--- config.mk ---
export PLATFORM = sky130hd
export DESIGN_NAME = imukf_front
export DESIGN_NICKNAME = d
export VERILOG_FILES = /design/src/sv/imukf_pkg.sv /design/src/sv/imukf_front.sv
export SDC_FILE = /design/constraint.sdc
export NUM_CORES = 1
export LEC_CHECK = 0
export BUFFER_PORTS_ARGS = -buffer_cell sky130_fd_sc_hd__buf_4
export CORE_AREA = 2 2 127 191
export CTS_CLUSTER_SIZE = 10
export DETAILED_ROUTE_END_ITERATION = 8
export DIE_AREA = 0 0 129 193
export GPL_TIMING_DRIVEN = 0
export SLEW_MARGIN = 20
export SYNTH_ARGS = -nofsm -noshare
export SYNTH_HDL_FRONTEND = slang
export SYNTH_SLANG_ARGS = --single-unit
--- constraint.sdc ---
create_clock -name clk -period 11.2 [get_ports clk]
set_input_delay 2.24 -clock clk [delete_from_list [all_inputs] [get_ports clk]]
set_output_delay 2.24 -clock clk [all_outputs]
set_load 0.005 [all_outputs]
--- src/sv/imukf_pkg.sv ---
// Package for the IMU angle Kalman filter: payload structs, register codes,
// saturation helper and fixed constants. No dependencies.
package imukf_pkg;

	localparam int FRAC_BITS_DEF = 16;
	localparam int QDEPTH        = 2;

	// configuration register indexes
	localparam logic [1:0] CFG_TIME_STEP   = 2'd0;
	localparam logic [1:0] CFG_PROC_NOISE  = 2'd1;
	localparam logic [1:0] CFG_MEAS_NOISE  = 2'd2;

	localparam int TS_W  = 17;
	localparam int NZ_W  = 31;
	localparam int CFG_W = 31;

	// reciprocals for exact floor division of values below 2^32
	localparam logic signed [33:0] RECIP3 = 34'sh0AAAAAAAB;
	localparam logic signed [33:0] RECIP5 = 34'sh0CCCCCCCD;
	localparam int SH3 = 33;
	localparam int SH5 = 34;

	typedef struct packed {
		logic signed [31:0] accel_lateral;
		logic signed [31:0] accel_vertical;
		logic signed [31:0] gyro_rate;
	} in_t;

	typedef struct packed {
		logic signed [31:0] fused_angle;
		logic signed [31:0] bias_estimate;
		logic signed [31:0] tilt_angle;
		logic               ratio_fault;
	} out_t;

	// classified sample as queued between front and back
	typedef struct packed {
		logic signed [31:0] ay;
		logic signed [31:0] az;
		logic signed [31:0] g;
		logic               fault;
		logic               xneg;
	} item_t;

	// clamp to the signed 32-bit range
	function automatic logic signed [31:0] sat32(input logic signed [69:0] v);
		logic signed [31:0] r;
		if (v > 70'sh7FFFFFFF)
			r = 32'sh7FFFFFFF;
		else if (v < -70'sh80000000)
			r = 32'sh80000000;
		else
			r = v[31:0];
		return r;
	endfunction

endpackage

--- src/sv/imukf_front.sv ---
// Front end: takes samples, flags ratio faults, and queues them for the back end.
// Depends on imukf_pkg.
module imukf_front import imukf_pkg::*; (
	input  logic  clk,
	input  logic  arst_n,
	input  logic  push,
	output logic  full,
	input  in_t   sample,
	output logic  q_valid,
	output item_t q_item,
	input  logic  q_pop
);
	localparam int AW = $clog2(QDEPTH);

	item_t             mem_q [QDEPTH];
	logic [AW-1:0]     wr_q, rd_q;
	logic [AW:0]       cnt_q;
	item_t             cls;
	logic [32:0]       may, maz;
	logic              do_push, do_pop;

	// classify: zero divisor or ratio beyond two saturates
	always_comb begin
		may = sample.accel_lateral[31] ? 33'(-{sample.accel_lateral[31], sample.accel_lateral})
		                               : {1'b0, sample.accel_lateral};
		maz = sample.accel_vertical[31] ? 33'(-{sample.accel_vertical[31], sample.accel_vertical})
		                                : {1'b0, sample.accel_vertical};
		cls.ay = sample.accel_lateral;
		cls.az = sample.accel_vertical;
		cls.g  = sample.gyro_rate;
		if (sample.accel_vertical == 32'sd0) begin
			cls.fault = 1'b1;
			cls.xneg  = sample.accel_lateral[31];
		end else begin
			cls.fault = {1'b0, may} > {maz, 1'b0};
			cls.xneg  = sample.accel_lateral[31] ^ sample.accel_vertical[31];
		end
	end

	assign full    = cnt_q == (AW+1)'(QDEPTH);
	assign q_valid = cnt_q != '0;
	assign q_item  = mem_q[rd_q];
	assign do_push = push && !full;
	assign do_pop  = q_pop && q_valid;

	// request queue
	always_ff @(posedge clk or negedge arst_n) begin
		if (!arst_n) begin
			wr_q  <= '0;
			rd_q  <= '0;
			cnt_q <= '0;
		end else begin
			if (do_push) begin
				mem_q[wr_q] <= cls;
				wr_q <= (wr_q == AW'(QDEPTH-1)) ? '0 : wr_q + 1'b1;
			end
			if (do_pop)
				rd_q <= (rd_q == AW'(QDEPTH-1)) ? '0 : rd_q + 1'b1;
			if (do_push && !do_pop)
				cnt_q <= cnt_q + 1'b1;
			else if (do_pop && !do_push)
				cnt_q <= cnt_q - 1'b1;
		end
	end

endmodule

* Yosys cells after proc, flatten, opt, wreduce, memory -nomap -nowiden
Memory sizes are Yosys's and may differ from the RTL's.
Cells that the tools add are included.
** Storage, ports and cells
- Bits in registers :: 4
- Memory bits (writable) :: 196
- Logic and storage cells :: 33
- Memories kept :: 1
** Memories
- mem_q :: depth 2, width 98, read ports 1, clocked after memory_dff 0, wr ports 1, RTL line imukf_front.sv:15 : item_t mem_q [QDEPTH];
** Operators by class
- $add $sub $neg :: 6
- $lt $le $gt $ge :: 1
- Equality and inequality tests :: 1
- Muxes and demuxes :: 9
- Bitwise logic cells :: 1
- Reduce and logical (&&, ||, !) cells :: 11
** Operators by type and width (number)
- two-way mux 33 bit :: 2
- negator 33 bit :: 2
- > comparator 33 x 34 -> 1 bit :: 1
- zero test 32 bit :: 1
- two-way mux 2 bit :: 3
- logical AND 1 bit :: 5
- two-way mux 1 bit :: 4
- nonzero test 2 bit :: 2
- zero test 1 bit :: 3
- adder 1 bit (second input constant) :: 2
- adder 2 x 1 -> 2 bit (second input constant) :: 1
- equality test 2 bit (second input constant) :: 1
- subtractor 2 x 1 -> 2 bit (second input constant) :: 1
- XOR 1 bit :: 1

* Longest topological paths before layout
Gate-level depths: netlist of the first run.
- Word-level depth :: 7
- Depth in mapped cells :: 14

* Worst setup path before layout of the first run
No wires, ideal clock.
- Kind :: in2reg
- Start point :: in push
- End point :: mem mem_q[0][0] in the netlist's numbering (enable)
- Setup time :: 555 ps
- Arrival :: 6640 ps
- Required time :: 10645 ps
- Slack :: 4005 ps
- Stages :: 3
- Buffers on the path :: 0
- Cells stage by stage :: nor2b_1 nand2_1 nor2_1
** On the way
- Cells in the longest elaborated chain, start to end :: 4
** Ends and longest elaborated chain
- start: declaration :: RTL line imukf_front.sv:6 : input logic push,
- logical AND 1 bit :: RTL line imukf_front.sv:43 : assign do_push = push && !full;
- two-way mux 1 bit :: RTL line imukf_front.sv:53 : if (do_push) begin
- logical AND 1 bit (implied by the code) :: RTL line imukf_front.sv:54 : mem_q[wr_q] <= cls;
- two-way mux 1 bit (implied by the code) :: RTL line imukf_front.sv:54
- end: declaration :: RTL line imukf_front.sv:15
Every way passes these cells.

==> results of run 1 <==
## power by group
part           internal, uW  switching, uW  total, uW  leakage, uW
Clock                   377            268        645     0.000296
Sequential              931           23.2        954      0.00184
Combinational           388            331        719      0.00221
## final timing paths
check / to / startpoint / slack, ns / cells past startpoint
setup / recovery: mem_q[1][1] / sample[80] / 5.40 / 13
hold / removal: cnt_q[1] / cnt_q[1] / 0.50 / 1
setup reg to reg: mem_q[0][43] / cnt_q[1] / 8.73 / 6
hold reg to reg: cnt_q[1] / cnt_q[1] / 0.50 / 1
max in group asynchronous: cnt_q[0] / arst_n / 9.50 / 1
min in group asynchronous: wr_q / arst_n / 1.60 / 1
## worst max-delay path, cell delays in order
cell,delay (ns)
buf_4,0.14
or4_1,0.58
or2_1,0.28
or4_1,0.44
or3_4,0.43
o31ai_2,0.23
xnor2_1,0.10
ha_1,0.30
nand2_1,0.06
or3_1,0.38
nor4_1,0.40
a21oi_1,0.13
o21ai_0,0.31
## stage by stage
stage,power (uW),std cells,util (%),area [sq um]
floorplan,1340,589,-,9200
global placement,1680,1107,47.4,11100
detailed placement,1710,1112,48.0,11200
CTS,2350,1144,50.7,11900
global route,2430,1144,50.7,11900
finish,2320,1144,50.7,11900
## sequential cells by signal, summed over array words and instances, names as in the netlist
name	cells
cnt_q	2
mem_q	196
rd_q	1
wr_q	1
## layout make-up
class	count	area share, %
plain buffers	17	0.538
clock buffers	19	3.65
clock inverters	13	1.64
inverters	5	0.158
multi-input cells	367	26.5
flip-flops and latches	200	50.5
well taps	319	3.37
repair buffers	204	13.6
## cell usage in the layout (no fill, tap or decap), drive strengths merged, types with 5 or more instances in the layout
master,instances
or2,7
nor3,5
nor4,5
nand2,31
xnor2,32
a21oi,13
edfxtp,196
mux2,98
xor2,32
o41ai,9
inv,8
nor2,9
o21ai,28
ha,35
or3,11
clkbuf,32
buf,208
or4,7
o31ai,15
## logic make-up (layout without fill, tap and decap cells)
group | after synthesis | after routing
AO/OA/AOI/OAI | 72 | 72
XOR/XNOR | 64 | 64
adder cells (fa/ha/maj) | 35 | 35
buffers and inverters | 22 | 258
flip-flops | 200 | 200
multiplexers | 100 | 100
other | 1 | 1
AND/OR/NAND/NOR | 95 | 95
## routing by layer
| layer | routed length [um] | share of wire [%] | vias up | global-route usage [%] |
|---|---|---|---|---|
| met1 | 7430 | 35 | 2851 | 17.5 |
| met2 | 12500 | 58 | 181 | 34.1 |
| met3 | 1120 | 5.2 | 25 | 4.00 |
| met5 | 0 | 0 | - | 0 |
| met4 | 410 | 1.9 | 0 | 6.27 |
| li1 | - | - | 2721 | - |
==> flow_summary.yaml, run 1 <==
worst_setup_path:
  start_kind: "primary input"
  crit_type: "primary input to register"
  crit_required_ns: 11.42
  critPathArrivalTime_ns: 6.02
  crit_path_end_kind: "register"
  path_max_fanout: 5
die:
  die_area_sq_mm: 0.0249
  die_h_um: 193
  die_w_um: 129
  io_pins: 200
  core_area_sq_mm: 0.0234
  num_rows: 69
  initial_core_util_pct: 39.3
timing:
  worst_pin_slew_ns: 0.794
  slew_headroom_pct: 47.0
  fmax_ghz: 0.172
  min_period_ns: 5.80
  finClkSkew_ns: 0.00650
  worst_slack_ns: 5.40
  tns_ns: 0
  period_share_pct: 51.8
  hold_violations: 0
  whs_ns: 0.500
  setup_viol: 0
  finalMaxSlewViolations: 0
  rsz0062_at_grt: "false"
layout:
  fillers: 2016
  ff_latch_area_sq_mm: 0.00599
  multiInputGateArea_sq_mm: 0.00315
  diodes: 0
  area_delta_synth_final_pct: 28.8
  fin_nets: 947
  drive_gt1_share_pct: 42.3
yosys:
  synth_edf_count: 196
  ys_top_cells_by_count: "196 x edfxtp_1, 98 x mux2_2, 35 x ha_1"
  synth_compound_area_share_pct: 5.15
  syn_nets: 724
  yosys-top-cells-area: "edfxtp_1 64%, mux2_2 12%, ha_1 4.8%, xnor2_1 3.0%, xor2_1 3.0%"
  synth.distinct_cells: 43
  synthAdderAreaFrac_pct: 4.76
  synth_ff_type: "edfxtp_1"
  netlist_instances: 589
  synth_area_sq_mm: 0.00920
  synth_top_family_by_area: "multiplexers"
  muxShareOfSynthArea_pct: 12.2
  ys_ff_latch: 200
  syn-mean-instance-area_sq_um: 15.6
  synth_simple_gate_area_share_pct: 5.82
  synth.yosys.seq_area_share_pct: 65.0
  async_reset_ff_share_pct: 2.00
  synth_top_area_share_pct: 63.9
  yosys_warnings: 0
  synth_xor_area_share_pct: 6.09
  synth_area_leader_cell: "edfxtp_1"
  synth.most_common_cell: "edfxtp_1"
pwr:
  leakagePower_uw: 0.00434
  vdd_drop_max_mv: 0.100
  power_density_mw_per_mm2: 195
place:
  dp_slack_ns: 4.89
  portBuffers: 199
  routabilityCongestion: 0.829
  hpwl_um: 16400
worst_hold_path:
  hp-class: "register to register"
clock_tree:
  cts_num_sinks: 200
  clkTransAtPathRegs_ns: 0.07
  numCtsBuffers: 17
  cts_resized: 0
  cts_tree: "yes"
  clk_latency_ns: 0.44
  cts_hold_buf: 0
  clockBufferDepth: 2
  cts-root-buf: "clkbuf_16"
  htreeDepth: 4
  cts_setup_buffers: 0
detailed_routing:
  wl_per_cell_um: 18.8
  drt_iter0_markers: 270
  dr.pass1.iters: 4
  drc_errors: 0
  num_vias: 5778
  vias_per_cell: 5.05
  routed_wl_um: 21500
  postRouteAntennaNets: 0
global_route:
  grt_max_degree: 52
  gr-total-overflow: 0
  grt_pass1_vias: 6094
  antenna_found_initial: 0
  grt_pass1_wl_um: 32000
  groute.usage.overall_pct: 17.3
run:
  maxCapViolations: 0
run_status:
  status: "complete, no violations"
Note: power is estimated with default switching activity, not from simulation.
==> run 2, diff against run 1 <==
- clock period: 11.2 -> 4.9 ns (I/O delays scaled with it)
==> run 2 against run 1 <==
  * Highest routed layer unchanged
  * Global-route usage is essentially flat
  * Die area is the same
  * Critical path depth shrank 1
  * Power grew 130%
  * Critical endpoint is now mem_q[0][1]
  * Sequential share of layout area is essentially flat
  * Via count shrank 0.36%
  * Flip-flop and latch count is the same
==> flow_summary.yaml, run 2 (synthesis gave the netlist of run 1 again) <==
layout:
  layout_common_cells: "199 x buf_4, 196 x edfxtp_1, 98 x mux2_2"
  max_flop_register: "mem_q"
  utilization_pct: 50.7
  diodes: 0
  fin_cells: 1145
  area_delta_synth_final_pct: 29.0
  drive_gt1_share_pct: 42.3
  final_area_sq_mm: 0.0119
  final_common_cell: "buf_4"
  reg.largest.list: "mem_q x196, cnt_q x2"
  fillers: 1991
  largest_reg_flops: 196
  fin_nets: 948
clock_tree:
  cts-root-buf: "clkbuf_16"
  clockBufferDepth: 2
  htreeDepth: 4
  clk_latency_ns: 0.44
  numCtsBuffers: 17
  cts_resized: 0
  clkTransAtPathRegs_ns: 0.07
  cts_setup_buffers: 0
  cts_hold_buf: 0
  cts_tree: "yes"
  cts_num_sinks: 200
detailed_routing:
  vias_per_cell: 5.03
  met3_length_um: 998
  drt_iter0_markers: 308
  num_vias: 5757
  wl_per_cell_um: 18.8
  postRouteAntennaNets: 0
  met1_length_um: 7560
  route.met2.wl_um: 12500
  drc_errors: 0
  dr.pass1.iters: 4
  top_layer: "met4"
  routed_wl_um: 21600
die:
  core_area_sq_mm: 0.0234
  num_rows: 69
  initial_core_util_pct: 39.3
  die_w_um: 129
  die_h_um: 193
  io_pins: 200
  die_area_sq_mm: 0.0249
global_route:
  grt_max_degree: 52
  groute.usage.overall_pct: 17.4
  grt_pass1_vias: 6036
  grt_pass1_wl_um: 31800
  antenna_found_initial: 0
  gr-total-overflow: 0
place:
  placed_cells: 1113
  routabilityCongestion: 0.831
  postPlaceCellArea_sq_mm: 0.0113
  hpwl_um: 16500
  portBuffers: 199
timing:
  min_period_ns: 4.56
  worst_pin_slew_ns: 0.768
  finClkSkew_ns: 0.00588
  slew_headroom_pct: 48.8
  setup_viol: 0
  whs_ns: 0.335
  finalMaxSlewViolations: 0
  rsz0062_at_grt: "false"
  hold_violations: 0
  fmax_ghz: 0.219
  period_share_pct: 93.2
worst_setup_path:
  reg2reg_to: "mem_q[1][39]"
  crit_type: "primary input to register"
  critPathArrivalTime_ns: 4.72
  crit_path_end_kind: "register"
  reg2reg_from: "cnt_q[1]"
  path_max_fanout: 5
  rrSetupSlack_ns: 2.58
  crit_required_ns: 5.05
  start_kind: "primary input"
  ff2ff_path_depth: 4
pwr:
  leakagePower_uw: 0.00435
  total_power_uw: 5260
  power_density_mw_per_mm2: 443
  vdd_drop_max_mv: 0.228
worst_hold_path:
  hp-class: "primary input to asynchronous set/reset pin"
run:
  maxCapViolations: 0
run_status:
  status: "complete, no violations"
-- run 2: cell type report --
cell class | instances | area, sq um | area share [%]
flip-flops and latches | 200 | 5990 | 50.4
multi-input cells | 367 | 3150 | 26.5
repair buffers | 205 | 1650 | 13.9
clock buffers | 18 | 429 | 3.62
well taps | 319 | 399 | 3.36
clock inverters | 14 | 173 | 1.45
plain buffers | 17 | 63.8 | 0.538
inverters | 5 | 18.8 | 0.158
-- run 2: metrics by stage --
| step | setup slack (ns) | TNS, ns |
|---|---|---|
| 6_report | 0.335 | 0 |
| 4_1_cts | 0.329 | 0 |
| 5_1_grt | 0.0972 | 0 |
| 2_1_floorplan | 0.465 | 0 |
| 3_3_place_gp | -0.827 | -123.02 |
| 3_5_place_dp | -0.131 | -0.263 |
-- run 2: worst max path at each step --
stage | startpoint | slack [ns] | endpoint
CTS | sample[80] | 0.33 | mem_q[0][1]
finish | sample[80] | 0.34 | mem_q[0][1]
detailed placement | sample[80] | -0.13 | mem_q[0][1]
global placement | push | -0.83 | mem_q[0][46]
floorplan | sample[74] | 0.46 | mem_q[0][1]
global route | sample[80] | 0.1 | mem_q[0][1]
-- run 2: metal layers --
| metal | vias up | track usage, % |
|---|---|---|
| li1 | 2734 | - |
| met1 | 2849 | 17.5 |
| met2 | 146 | 33.8 |
| met3 | 28 | 4.28 |
| met4 | 0 | 6.69 |
| met5 | - | 0 |
-- run 2: worst max-delay path, cell delays in order --
cell	delay, ns
buf_4	0.13
or4_1	0.58
or2_1	0.28
or4_1	0.44
or3_4	0.43
nor4b_1	0.38
ha_1	0.22
nand3_1	0.08
or3_1	0.40
nor4_1	0.40
and4_1	0.25
o21ai_0	0.13
-- run 2: power breakdown --
part	switching, uW	internal, uW
combinational	768	896
clock	610	808
sequential	52.8	2130
